--- config.mk ---
export PLATFORM = sky130hd
export DESIGN_NAME = signed_integer_to_base_digits
export DESIGN_NICKNAME = d
export VERILOG_FILES = /design/src/design/sibd_pkg.sv /design/src/design/sibd_divider.sv /design/src/design/signed_integer_to_base_digits.sv
export SDC_FILE = /design/constraint.sdc
export NUM_CORES = 1
export LEC_CHECK = 0
export ABC_CLOCK_PERIOD_IN_PS = 6000
export BUFFER_PORTS_ARGS = -buffer_cell sky130_fd_sc_hd__buf_2
export CAP_MARGIN = 20
export CORE_MARGIN = 10
export CORE_UTILIZATION = 62
export DETAILED_ROUTE_END_ITERATION = 8
export PLACE_DENSITY = 0.81
export SYNTH_ARGS = -nofsm -noshare
export SYNTH_HDL_FRONTEND = slang
export SYNTH_SLANG_ARGS = --single-unit
export TNS_END_PERCENT = 10
--- constraint.sdc ---
create_clock -name clk -period 6 [get_ports clk]
set_clock_uncertainty 0.15 [all_clocks]
set_input_delay 0.9 -clock clk [delete_from_list [all_inputs] [get_ports clk]]
set_output_delay 0.9 -clock clk [all_outputs]
set_load 0.05 [all_outputs]
--- src/design/sibd_pkg.sv ---
// Shared types and constants for the signed integer to base digits converter.
package sibd_pkg;

	localparam int DEF_MAX_RADIX  = 16;
	localparam int DEF_VALUE_BITS = 32;

	localparam int RADIX_W        = 5;
	localparam int CFG_IDX_W      = 2;
	localparam int CFG_DATA_W     = 64;
	localparam int SYM_W          = 8;
	localparam int SYMS_PER_WORD  = CFG_DATA_W / SYM_W;

	localparam logic [SYM_W-1:0] SYM_MINUS = 8'h2D;
	localparam logic [SYM_W-1:0] SYM_PLUS  = 8'h2B;

	typedef enum logic [CFG_IDX_W-1:0] {
		REG_RADIX      = 2'd0,
		REG_ALPHA_LOW  = 2'd1,
		REG_ALPHA_HIGH = 2'd2
	} cfg_reg_t;

	typedef enum logic [2:0] {
		ST_IDLE,
		ST_CHECK,
		ST_DIV,
		ST_SIGN,
		ST_EMIT
	} state_t;

	typedef struct packed {
		logic load;
		logic start;
	} div_ctl_t;

	typedef struct packed {
		logic done;
		logic quo_zero;
	} div_sts_t;

endpackage

--- src/design/sibd_divider.sv ---
// Bit-serial restoring divider: one quotient bit per cycle, narrow remainder.
module sibd_divider import sibd_pkg::*; #(
	parameter int VALUE_BITS = DEF_VALUE_BITS,
	parameter int REM_W      = $clog2(DEF_MAX_RADIX)
) (
	input  logic                  clk,
	input  logic                  arst_n,
	input  div_ctl_t              ctl,
	input  logic [VALUE_BITS-1:0] dividend,
	input  logic [REM_W:0]        divisor,
	output div_sts_t              sts,
	output logic [REM_W-1:0]      remainder
);

	localparam int CNT_W = $clog2(VALUE_BITS);

	logic [VALUE_BITS-1:0] quo_q;
	logic [REM_W-1:0]      rem_q;
	logic [CNT_W-1:0]      cnt_q;
	logic                  busy_q;
	logic                  done_q;

	logic [REM_W:0]        trial;
	logic [REM_W:0]        diff;
	logic                  ge;
	logic [REM_W-1:0]      rem_nxt;

	always_comb begin
		trial   = {rem_q, quo_q[VALUE_BITS-1]};
		ge      = (trial >= divisor);
		diff    = trial - divisor;
		rem_nxt = ge ? diff[REM_W-1:0] : trial[REM_W-1:0];
	end

	always_ff @(posedge clk or negedge arst_n) begin
		if (!arst_n) begin
			busy_q <= 1'b0;
			done_q <= 1'b0;
		end else begin
			done_q <= 1'b0;
			if (ctl.start) begin
				busy_q <= 1'b1;
			end else if (busy_q && cnt_q == '0) begin
				busy_q <= 1'b0;
				done_q <= 1'b1;
			end
		end
	end

	// datapath, no reset
	always_ff @(posedge clk) begin
		if (ctl.load) begin
			quo_q <= dividend;
		end else if (busy_q) begin
			quo_q <= {quo_q[VALUE_BITS-2:0], ge};
			rem_q <= rem_nxt;
			cnt_q <= cnt_q - 1'b1;
		end
		if (ctl.start) begin
			rem_q <= '0;
			cnt_q <= CNT_W'(VALUE_BITS - 1);
		end
	end

	assign sts.done     = done_q;
	assign sts.quo_zero = (quo_q == '0);
	assign remainder    = rem_q;

endmodule

--- src/design/signed_integer_to_base_digits.sv ---
// Top level of the signed integer to base digits converter.
// Converts one signed VALUE_BITS-bit value into ASCII characters in the
// configured radix, most significant digit first, with a leading '-' for a
// negative value (the most negative value included) and final_res set on the
// last character. A value produces nothing when radix is below 2 or above
// MAX_RADIX, or when the first radix alphabet symbols repeat or contain '+'
// or '-'. Per value: the value is taken in, then the alphabet is checked one
// symbol per cycle against the later symbols in use, then each digit comes
// from the bit-serial divider, then the characters go out, the sign first,
// as the sink takes them. A new value is taken once the last character sits
// in the output register, so the sink may stall on it while the next
// conversion starts. Configuration writes land at once; write them only
// when idle.
module signed_integer_to_base_digits import sibd_pkg::*; #(
	parameter int MAX_RADIX  = DEF_MAX_RADIX,
	parameter int VALUE_BITS = DEF_VALUE_BITS
) (
	input  logic                         clk,
	input  logic                         arst_n,
	// configuration
	input  logic                         cfg_we,
	input  logic [CFG_IDX_W-1:0]         cfg_index,
	input  logic [CFG_DATA_W-1:0]        cfg_data,
	// input channel
	input  logic                         in_valid,
	output logic                         in_ready,
	input  logic signed [VALUE_BITS-1:0] value,
	// output channel
	output logic                         out_valid,
	input  logic                         out_ready,
	output logic [SYM_W-1:0]             character,
	output logic                         final_res
);

	localparam int REM_W  = $clog2(MAX_RADIX);   // digit index width
	localparam int DCNT_W = $clog2(VALUE_BITS + 1);

	// config registers
	logic [RADIX_W-1:0]    radix_q;
	logic [CFG_DATA_W-1:0] alpha_low_q;
	logic [CFG_DATA_W-1:0] alpha_high_q;

	always_ff @(posedge clk or negedge arst_n) begin
		if (!arst_n) begin
			radix_q      <= '0;
			alpha_low_q  <= '0;
			alpha_high_q <= '0;
		end else if (cfg_we) begin
			case (cfg_reg_t'(cfg_index))
				REG_RADIX:      radix_q      <= cfg_data[RADIX_W-1:0];
				REG_ALPHA_LOW:  alpha_low_q  <= cfg_data;
				REG_ALPHA_HIGH: alpha_high_q <= cfg_data;
				default:        ;
			endcase
		end
	end

	// symbol table view of the alphabet registers
	logic [SYM_W-1:0] sym [MAX_RADIX];

	always_comb begin
		for (int k = 0; k < MAX_RADIX; k++) begin
			if (k < SYMS_PER_WORD)
				sym[k] = alpha_low_q[SYM_W*k +: SYM_W];
			else
				sym[k] = alpha_high_q[SYM_W*(k-SYMS_PER_WORD) +: SYM_W];
		end
	end

	// control state
	state_t           state_q, state_d;
	logic [REM_W-1:0] chk_idx_q;
	logic             neg_q;
	logic [DCNT_W-1:0] dcnt_q;
	logic [REM_W-1:0] stack_q [VALUE_BITS];   // digit LIFO, top at entry 0

	logic             out_valid_q;
	logic [SYM_W-1:0] char_q;
	logic             final_q;

	// divider
	div_ctl_t              div_ctl;
	div_sts_t              div_sts;
	logic [VALUE_BITS-1:0] magnitude;
	logic [REM_W-1:0]      div_rem;

	assign magnitude = value[VALUE_BITS-1] ? (VALUE_BITS'(0) - $unsigned(value))
	                                       : $unsigned(value);

	sibd_divider #(
		.VALUE_BITS (VALUE_BITS),
		.REM_W      (REM_W)
	) u_div (
		.clk       (clk),
		.arst_n    (arst_n),
		.ctl       (div_ctl),
		.dividend  (magnitude),
		.divisor   (radix_q[REM_W:0]),
		.sts       (div_sts),
		.remainder (div_rem)
	);

	// alphabet check, one symbol per cycle
	logic bad_radix;
	logic bad_sym;
	logic chk_last;

	always_comb begin
		bad_radix = (radix_q < RADIX_W'(2)) || (radix_q > RADIX_W'(MAX_RADIX));
		bad_sym   = (sym[chk_idx_q] == SYM_MINUS) || (sym[chk_idx_q] == SYM_PLUS);
		for (int j = 0; j < MAX_RADIX; j++) begin
			if (RADIX_W'(j) > RADIX_W'(chk_idx_q) && RADIX_W'(j) < radix_q &&
			    sym[j] == sym[chk_idx_q])
				bad_sym = 1'b1;
		end
		chk_last = (RADIX_W'(chk_idx_q) + RADIX_W'(1) == radix_q);
	end

	// output slot free for a new character
	logic slot_free;
	assign slot_free = !out_valid_q || out_ready;

	logic push, pop, load_sign, load_digit;

	always_comb begin
		state_d       = state_q;
		in_ready      = 1'b0;
		div_ctl.load  = 1'b0;
		div_ctl.start = 1'b0;
		push          = 1'b0;
		pop           = 1'b0;
		load_sign     = 1'b0;
		load_digit    = 1'b0;
		case (state_q)
			ST_IDLE: begin
				in_ready     = 1'b1;
				div_ctl.load = in_valid;
				if (in_valid)
					state_d = ST_CHECK;
			end
			ST_CHECK: begin
				if (bad_radix || bad_sym) begin
					state_d = ST_IDLE;          // unusable radix or alphabet: drop value
				end else if (chk_last) begin
					div_ctl.start = 1'b1;
					state_d       = ST_DIV;
				end
			end
			ST_DIV: begin
				if (div_sts.done) begin
					push = 1'b1;
					if (div_sts.quo_zero)
						state_d = neg_q ? ST_SIGN : ST_EMIT;
					else
						div_ctl.start = 1'b1;
				end
			end
			ST_SIGN: begin
				if (slot_free) begin
					load_sign = 1'b1;
					state_d   = ST_EMIT;
				end
			end
			ST_EMIT: begin
				if (slot_free) begin
					load_digit = 1'b1;
					pop        = 1'b1;
					if (dcnt_q == DCNT_W'(1))
						state_d = ST_IDLE;
				end
			end
			default: state_d = ST_IDLE;
		endcase
	end

	always_ff @(posedge clk or negedge arst_n) begin
		if (!arst_n) begin
			state_q     <= ST_IDLE;
			chk_idx_q   <= '0;
			dcnt_q      <= '0;
			out_valid_q <= 1'b0;
		end else begin
			state_q <= state_d;
			if (state_q == ST_IDLE)
				chk_idx_q <= '0;
			else if (state_q == ST_CHECK)
				chk_idx_q <= chk_idx_q + 1'b1;
			if (push)
				dcnt_q <= dcnt_q + 1'b1;
			else if (pop)
				dcnt_q <= dcnt_q - 1'b1;
			if (load_sign || load_digit)
				out_valid_q <= 1'b1;
			else if (out_ready)
				out_valid_q <= 1'b0;
		end
	end

	// payload registers
	always_ff @(posedge clk) begin
		if (div_ctl.load)
			neg_q <= value[VALUE_BITS-1];
		if (push) begin
			stack_q[0] <= div_rem;
			for (int k = 1; k < VALUE_BITS; k++)
				stack_q[k] <= stack_q[k-1];
		end else if (pop) begin
			for (int k = 0; k < VALUE_BITS - 1; k++)
				stack_q[k] <= stack_q[k+1];
		end
		if (load_sign) begin
			char_q  <= SYM_MINUS;
			final_q <= 1'b0;
		end else if (load_digit) begin
			char_q  <= sym[stack_q[0]];
			final_q <= (dcnt_q == DCNT_W'(1));
		end
	end

	assign out_valid = out_valid_q;
	assign character = char_q;
	assign final_res = final_q;

endmodule

======== After elaboration in Yosys (flattened, before gate mapping) ========
Memory sizes are Yosys's and may differ from the RTL's.
Cells that the tools add are included.
storage, ports and cells
  register bits ........................... 200
  bits in latches ......................... 0
  bits in writable memories ............... 128
  ROM bits ................................ 0
  input port bits ......................... 103
  output and inout port bits .............. 11
  word-level logic and storage cells ...... 268
  memories ................................ 1
operators by class
  add/subtract/negate cells ............... 7
  multiply operators ...................... 0
  div/mod/pow operators ................... 0
  $lt $le $gt $ge ......................... 35
  eq/ne operators ......................... 32
  shifts and indexed selects .............. 0
  muxes and demuxes ....................... 93
  bitwise operators ....................... 34
  reductions and logical operators ........ 51
memory list
  name     depth  width  rd ports  clocked after memory_dff  write ports  RTL line                             RTL
  stack_q  32     4      32        0                         32           signed_integer_to_base_digits.sv:75  logic [REM_W-1:0] stack_q [VALUE_BITS];
operators with widths
  kind                   count
  $mux 4                 34
  $eq 8x8->1             15
  $mux 32                3
  $bmux 8 s4             2
  $lt 4x5->1 const A     8
  $mux 1                 37
  $gt 4x4->1 const A     8
  $logic_not 32->1       1
  $mux 8                 4
  $sub 1x32->32 const A  1
  $logic_and 1x1->1      31
  $or 1x1->1             31
  $mux 3                 9
  $lt 3x5->1 const A     4
  $eq 8x6->1 const B     2
  $gt 3x4->1 const A     4
  $pmux 3 s5             1
  $mux 6                 2
  $ge 5x5->1 const B     2
  $lt 2x5->1 const A     2
  $ne 2x2->1 const B     5
  $not 4->5              2
  $reduce_bool 2->1      5
  $gt 2x4->1 const A     2
  other kinds (29)       37

======== Longest topological paths before layout ========
  word-level depth ........................ 25
  depth in mapped cells ................... 15
  mapped depth without buffers ............ 12

======== Cells and area by module ========
A second synthesis with hierarchy kept.
unflattened totals
  cell total of the unflattened synthesis .. 1,662
  area total of the unflattened synthesis .. 18,455.2 sq um
by module, submodules not included
  module                         instances  cells each  area an instance (sq um)  seq. area each (sq um)
  signed_integer_to_base_digits  1          1,500       16,285.6                  7,732.4
  sibd_divider                   1          162         2,169.6                   1,191.1

======== Worst setup path after synthesis ========
No wires, ideal clock.
  path kind ............................... in2reg
  start ................................... input port out_ready
  end ..................................... memory stack_q[0][0] (netlist name) (enable)
  setup time .............................. 1.093 ns
  arrival time ............................ 3.612 ns
  data required time ...................... 4.757 ns
  path slack .............................. 1.146 ns
  stages on the path ...................... 4
  buffers on the path ..................... 1
  cells stage by stage .................... nand2b_1 > nand3_1 > clkbuf_1 > nand2_1
RTL lines
  what             RTL line                             RTL
  start, declared  signed_integer_to_base_digits.sv:30  input logic out_ready,
  end, declared    signed_integer_to_base_digits.sv:75

======== Worst setup path in the final report ========
  start ................................... register chk_idx_q[3]
  end ..................................... register u_div.cnt_q[1]
on the way
  longest elaborated chain between the ends .. 24
  elaborated cells on any way between the ends .. 88
  classes of those cells .................. add/sub: 1; order compare: 15; eq/ne: 18; mux: 21; bitwise: 1; reduce/logical: 32
RTL lines
  what                                                   RTL line                                                                    RTL
  start, declared                                        signed_integer_to_base_digits.sv:72                                         logic [REM_W-1:0] chk_idx_q;
  start signal, assigned                                 signed_integer_to_base_digits.sv:187                                        chk_idx_q <= chk_idx_q + 1'b1;
  $not 4->5 (not written as such)                        signed_integer_to_base_digits.sv:110, signed_integer_to_base_digits.sv:113
  $bmux 8 s4                                             signed_integer_to_base_digits.sv:110, signed_integer_to_base_digits.sv:113
  $mux 8 (not written as such) (2 in a row)              signed_integer_to_base_digits.sv:110, signed_integer_to_base_digits.sv:113
  $eq 8x6->1 or $eq 8x8->1 (tied branches)               signed_integer_to_base_digits.sv:110, signed_integer_to_base_digits.sv:113
  $logic_or 1x1->1 or $logic_and 1x1->1 (tied branches)  signed_integer_to_base_digits.sv:110, signed_integer_to_base_digits.sv:112
  $mux 1 (15 in a row)                                   signed_integer_to_base_digits.sv:112                                        if (RADIX_W'(j) > RADIX_W'(chk_idx_q) && RADIX_W'(j) < radix_q &&
  $logic_or 1x1->1                                       signed_integer_to_base_digits.sv:142                                        if (bad_radix || bad_sym) begin
  $mux 1 (*)                                             signed_integer_to_base_digits.sv:142
  $pmux 1 s2 (*)                                         signed_integer_to_base_digits.sv:134                                        case (state_q)
  end signal, assigned                                   sibd_divider.sv:57                                                          cnt_q <= cnt_q - 1'b1;
  end signal, assigned                                   sibd_divider.sv:61                                                          cnt_q <= CNT_W'(VALUE_BITS - 1);
  end, declared                                          sibd_divider.sv:19                                                          logic [CNT_W-1:0] cnt_q;
Mark *: on every way between the ends. The rest lies on a longest branch, timed or not. The select of a mux whose other input is x is not followed.
A chain may end at the register's enable or synchronous reset.

==> impl_metrics.toml <==
[outcome]
status = "completed"

[timing]
period_minus_slack_ns = 4.97
max_clock_freq_ghz = 0.201
maxSlewHeadroom_pct = 26.9
min_period_over_period_pct = 82.8
hold_viol = 0
worst_pin_slew_ns = 1.09
tns_ns = 0
slew_viol_final = 0
setup_violations = 0
rsz0062_at_grt = "no"
worst_slack_ns = 1.03

[grt]
grtUsageTotal_pct = 25.3
grt_max_degree = 86
overflow = 0
antenna_found_initial = 2
grt_pass1_wl_um = 73800
first_global_vias = 13510

[worst_setup_path]
worst_ep_required_time_ns = 6.20
critPathKind = "reg -> reg"
critPathCaptureType = "flop"
crit_start = "chk_idx_q[3]"
reg2reg_from = "chk_idx_q[3]"
startpoint_type = "flop"
reg2reg_depth = 11
r2r_setup_slack_ns = 1.03
cp.arrival_ns = 5.17
path_max_fanout = 17

[clock_network]
clkTransAtPathRegs_ns = 0.06
clk_latency_ns = 0.53
postCtsSetupRepairBufs = 0
cts_tree = "built"
cts_resized = 0
cts_inserted_buffers = 35
cts_hold_buffers = 0
cts_sinks = 328
root_buffer = "clkbuf_16"
clk_path_buf_depth = 3
cts_max_level = 2

[route]
antenna_left = 0
drc = 0
num_vias = 13456
drt_iter0_drc = 1362
wl_per_cell_um = 21.5
firstDrtPassIters = 6
vias_per_cell = 6.22
drt-total-wl_um = 46500

[logic_synthesis]
ys_seq_area_share_pct = 49.1
synth_cell_type_count = 69
synth-seq-cells = 328
ys_warn_count = 0
syn_nets = 1802
synth_edf_count = 161
async_reset_ff_share_pct = 45.4
synthCells = 1683
syn_area_sq_um = 18200
syn_avg_cell_area_sq_um = 10.8
ys.flop_type = "edfxtp_1"

[floorplanning]
initial_utilization_pct = 63.0
rows = 62
num_io_pins = 114
fp.dieArea_sq_um = 36600
core_sq_um = 28900
die_h_um = 191
die_width_um = 191

[place]
routabilityCongestion = 1.01
place_ws_ns = 1.12
io_buffers = 113
numPlacedInstances = 2097
dp_hpwl_um = 32800

[finish]
final_common_cell = "nand2_1"
drive_gt1_share_pct = 21.7
nets = 1869
mostFrequentLayoutCells = "nand2_1, edfxtp_1, dfrtp_1"
final_cells = 2163
syn_to_final_growth_pct = 10.6

[run]
cap_violations = 0

[pwr]
p_total_mw = 8.70
ir_drop_mv = 0.251
p_leak_nw = 7.90
p_per_area_nw_per_um2 = 433

[hold_path]
hold_path_class = "in -> async"
[registers in the layout, summed over array words and instances, names as in the netlist]
register         cells
u_div.remainder      4
character            8
u_div.done_q         1
u_div.cnt_q          5
alpha_high_q        64
final_res            1
neg_q                1
u_div.busy_q         1
out_valid            1
state_q              3
dcnt_q               6
chk_idx_q            4
u_div.quo_q         32
radix_q              5
alpha_low_q         64
stack_q            128
[metal layers]
metal	vias to the layer above	wire [um]	global-route usage, %
met3	89	4040	5.98
met4	4	1240	7.36
li1	6151	-	-
met5	-	64	1.10
met2	577	21200	39.0
met1	6635	20000	35.1
[report_power, final]
part / leakage [nW] / switching [mW] / total, mW / internal, mW
sequential: 3.22 / 0.526 / 3.50 / 2.98
combinational: 4.13 / 1.80 / 3.09 / 1.28
clock: 0.558 / 0.904 / 2.11 / 1.21
[worst max-delay path, stage by stage, from the launching register on]
cell and delay, ns:
dfrtp_1 0.88, buf_4 0.32, mux4_2 0.20, mux2i_1 0.16
o2bb2ai_2 0.88, xor2_1 0.16, a2111oi_0 0.57, nand4_1 0.26
o2111ai_1 0.18, nor4b_1 0.16, a31oi_1 0.71, o211ai_1 0.17
[cells by family (layout without fill, tap and decap cells)]
group           Yosys count  in the layout  share of synthesized area, %
compound gates          195            195                          7.46
xor+xnor                152            152                          7.32
fa+ha+maj                16             16                          1.14
buf+inv                 123            217                          2.88
flops                   328            328                          49.1
mux                     230            230                          17.1
other cells               0              2                             0
simple gates            639            639                          15.1
[path summary, 6_finish.rpt]
kind / endpoint
worst max-delay path: u_div.cnt_q[1]
worst min-delay path: alpha_high_q[37]
worst max register to register: u_div.cnt_q[1]
worst min register to register: stack_q[1][60]
max in group asynchronous: alpha_low_q[17]
min in group clk: stack_q[1][60]
[synthesized netlist by cell type, types with 6 or more instances]
| cell | instances | area, sq um |
|---|---|---|
| nor3_1 | 19 | 95.1 |
| xnor2_1 | 77 | 674 |
| buf_1 | 16 | 60.1 |
| a21o_1 | 8 | 60.1 |
| mux4_2 | 51 | 1150 |
| inv_1 | 21 | 78.8 |
| edfxtp_1 | 161 | 4830 |
| ha_1 | 15 | 188 |
| mux2_2 | 131 | 1480 |
| o31ai_1 | 14 | 105 |
| nand2b_1 | 6 | 37.5 |
| or3_1 | 6 | 37.5 |
| and3_1 | 7 | 43.8 |
| dfrtp_1 | 149 | 3730 |
| nand4_1 | 15 | 93.8 |
| xor2_1 | 75 | 657 |
| o221ai_1 | 11 | 96.3 |
| a22oi_1 | 7 | 52.6 |
| mux2i_1 | 48 | 480 |
| a211oi_1 | 6 | 45.0 |
| o2111ai_1 | 6 | 52.6 |
| buf_4 | 10 | 75.1 |
| a21oi_1 | 55 | 275 |
| or4_1 | 8 | 60.1 |
| o21ai_0 | 34 | 170 |
| nor2_1 | 60 | 225 |
| nand2_1 | 441 | 1660 |
| a2111oi_0 | 6 | 52.6 |
| buf_2 | 7 | 35.0 |
| clkbuf_1 | 66 | 248 |
| nor2b_1 | 6 | 37.5 |
| nor4_1 | 20 | 125 |
| nand3_1 | 26 | 130 |
| dfxtp_1 | 18 | 360 |
[area by class of cell]
cell class,instances,area [sq um]
Clock inverter,11,101
Tap cell,384,480
Sequential cell,328,8920
Fill cell,2138,8750
Timing Repair Buffer,131,719
Inverter,22,82.6
Clock buffer,53,1030
Multi-Input combinational cell,1232,8760
Antenna cell,2,5.00
[per-stage QoR]
step	util [%]	hold WS [ns]	cell area (sq um)
after CTS	69.7	0.142	20100
after floorplan	-	0.276	18200
after global placement	65.7	0.282	19000
after global routing	69.7	0.156	20100
after detailed placement	65.7	0.291	19000
final	69.7	0.136	20100
Power figures use the tool's default switching activity.
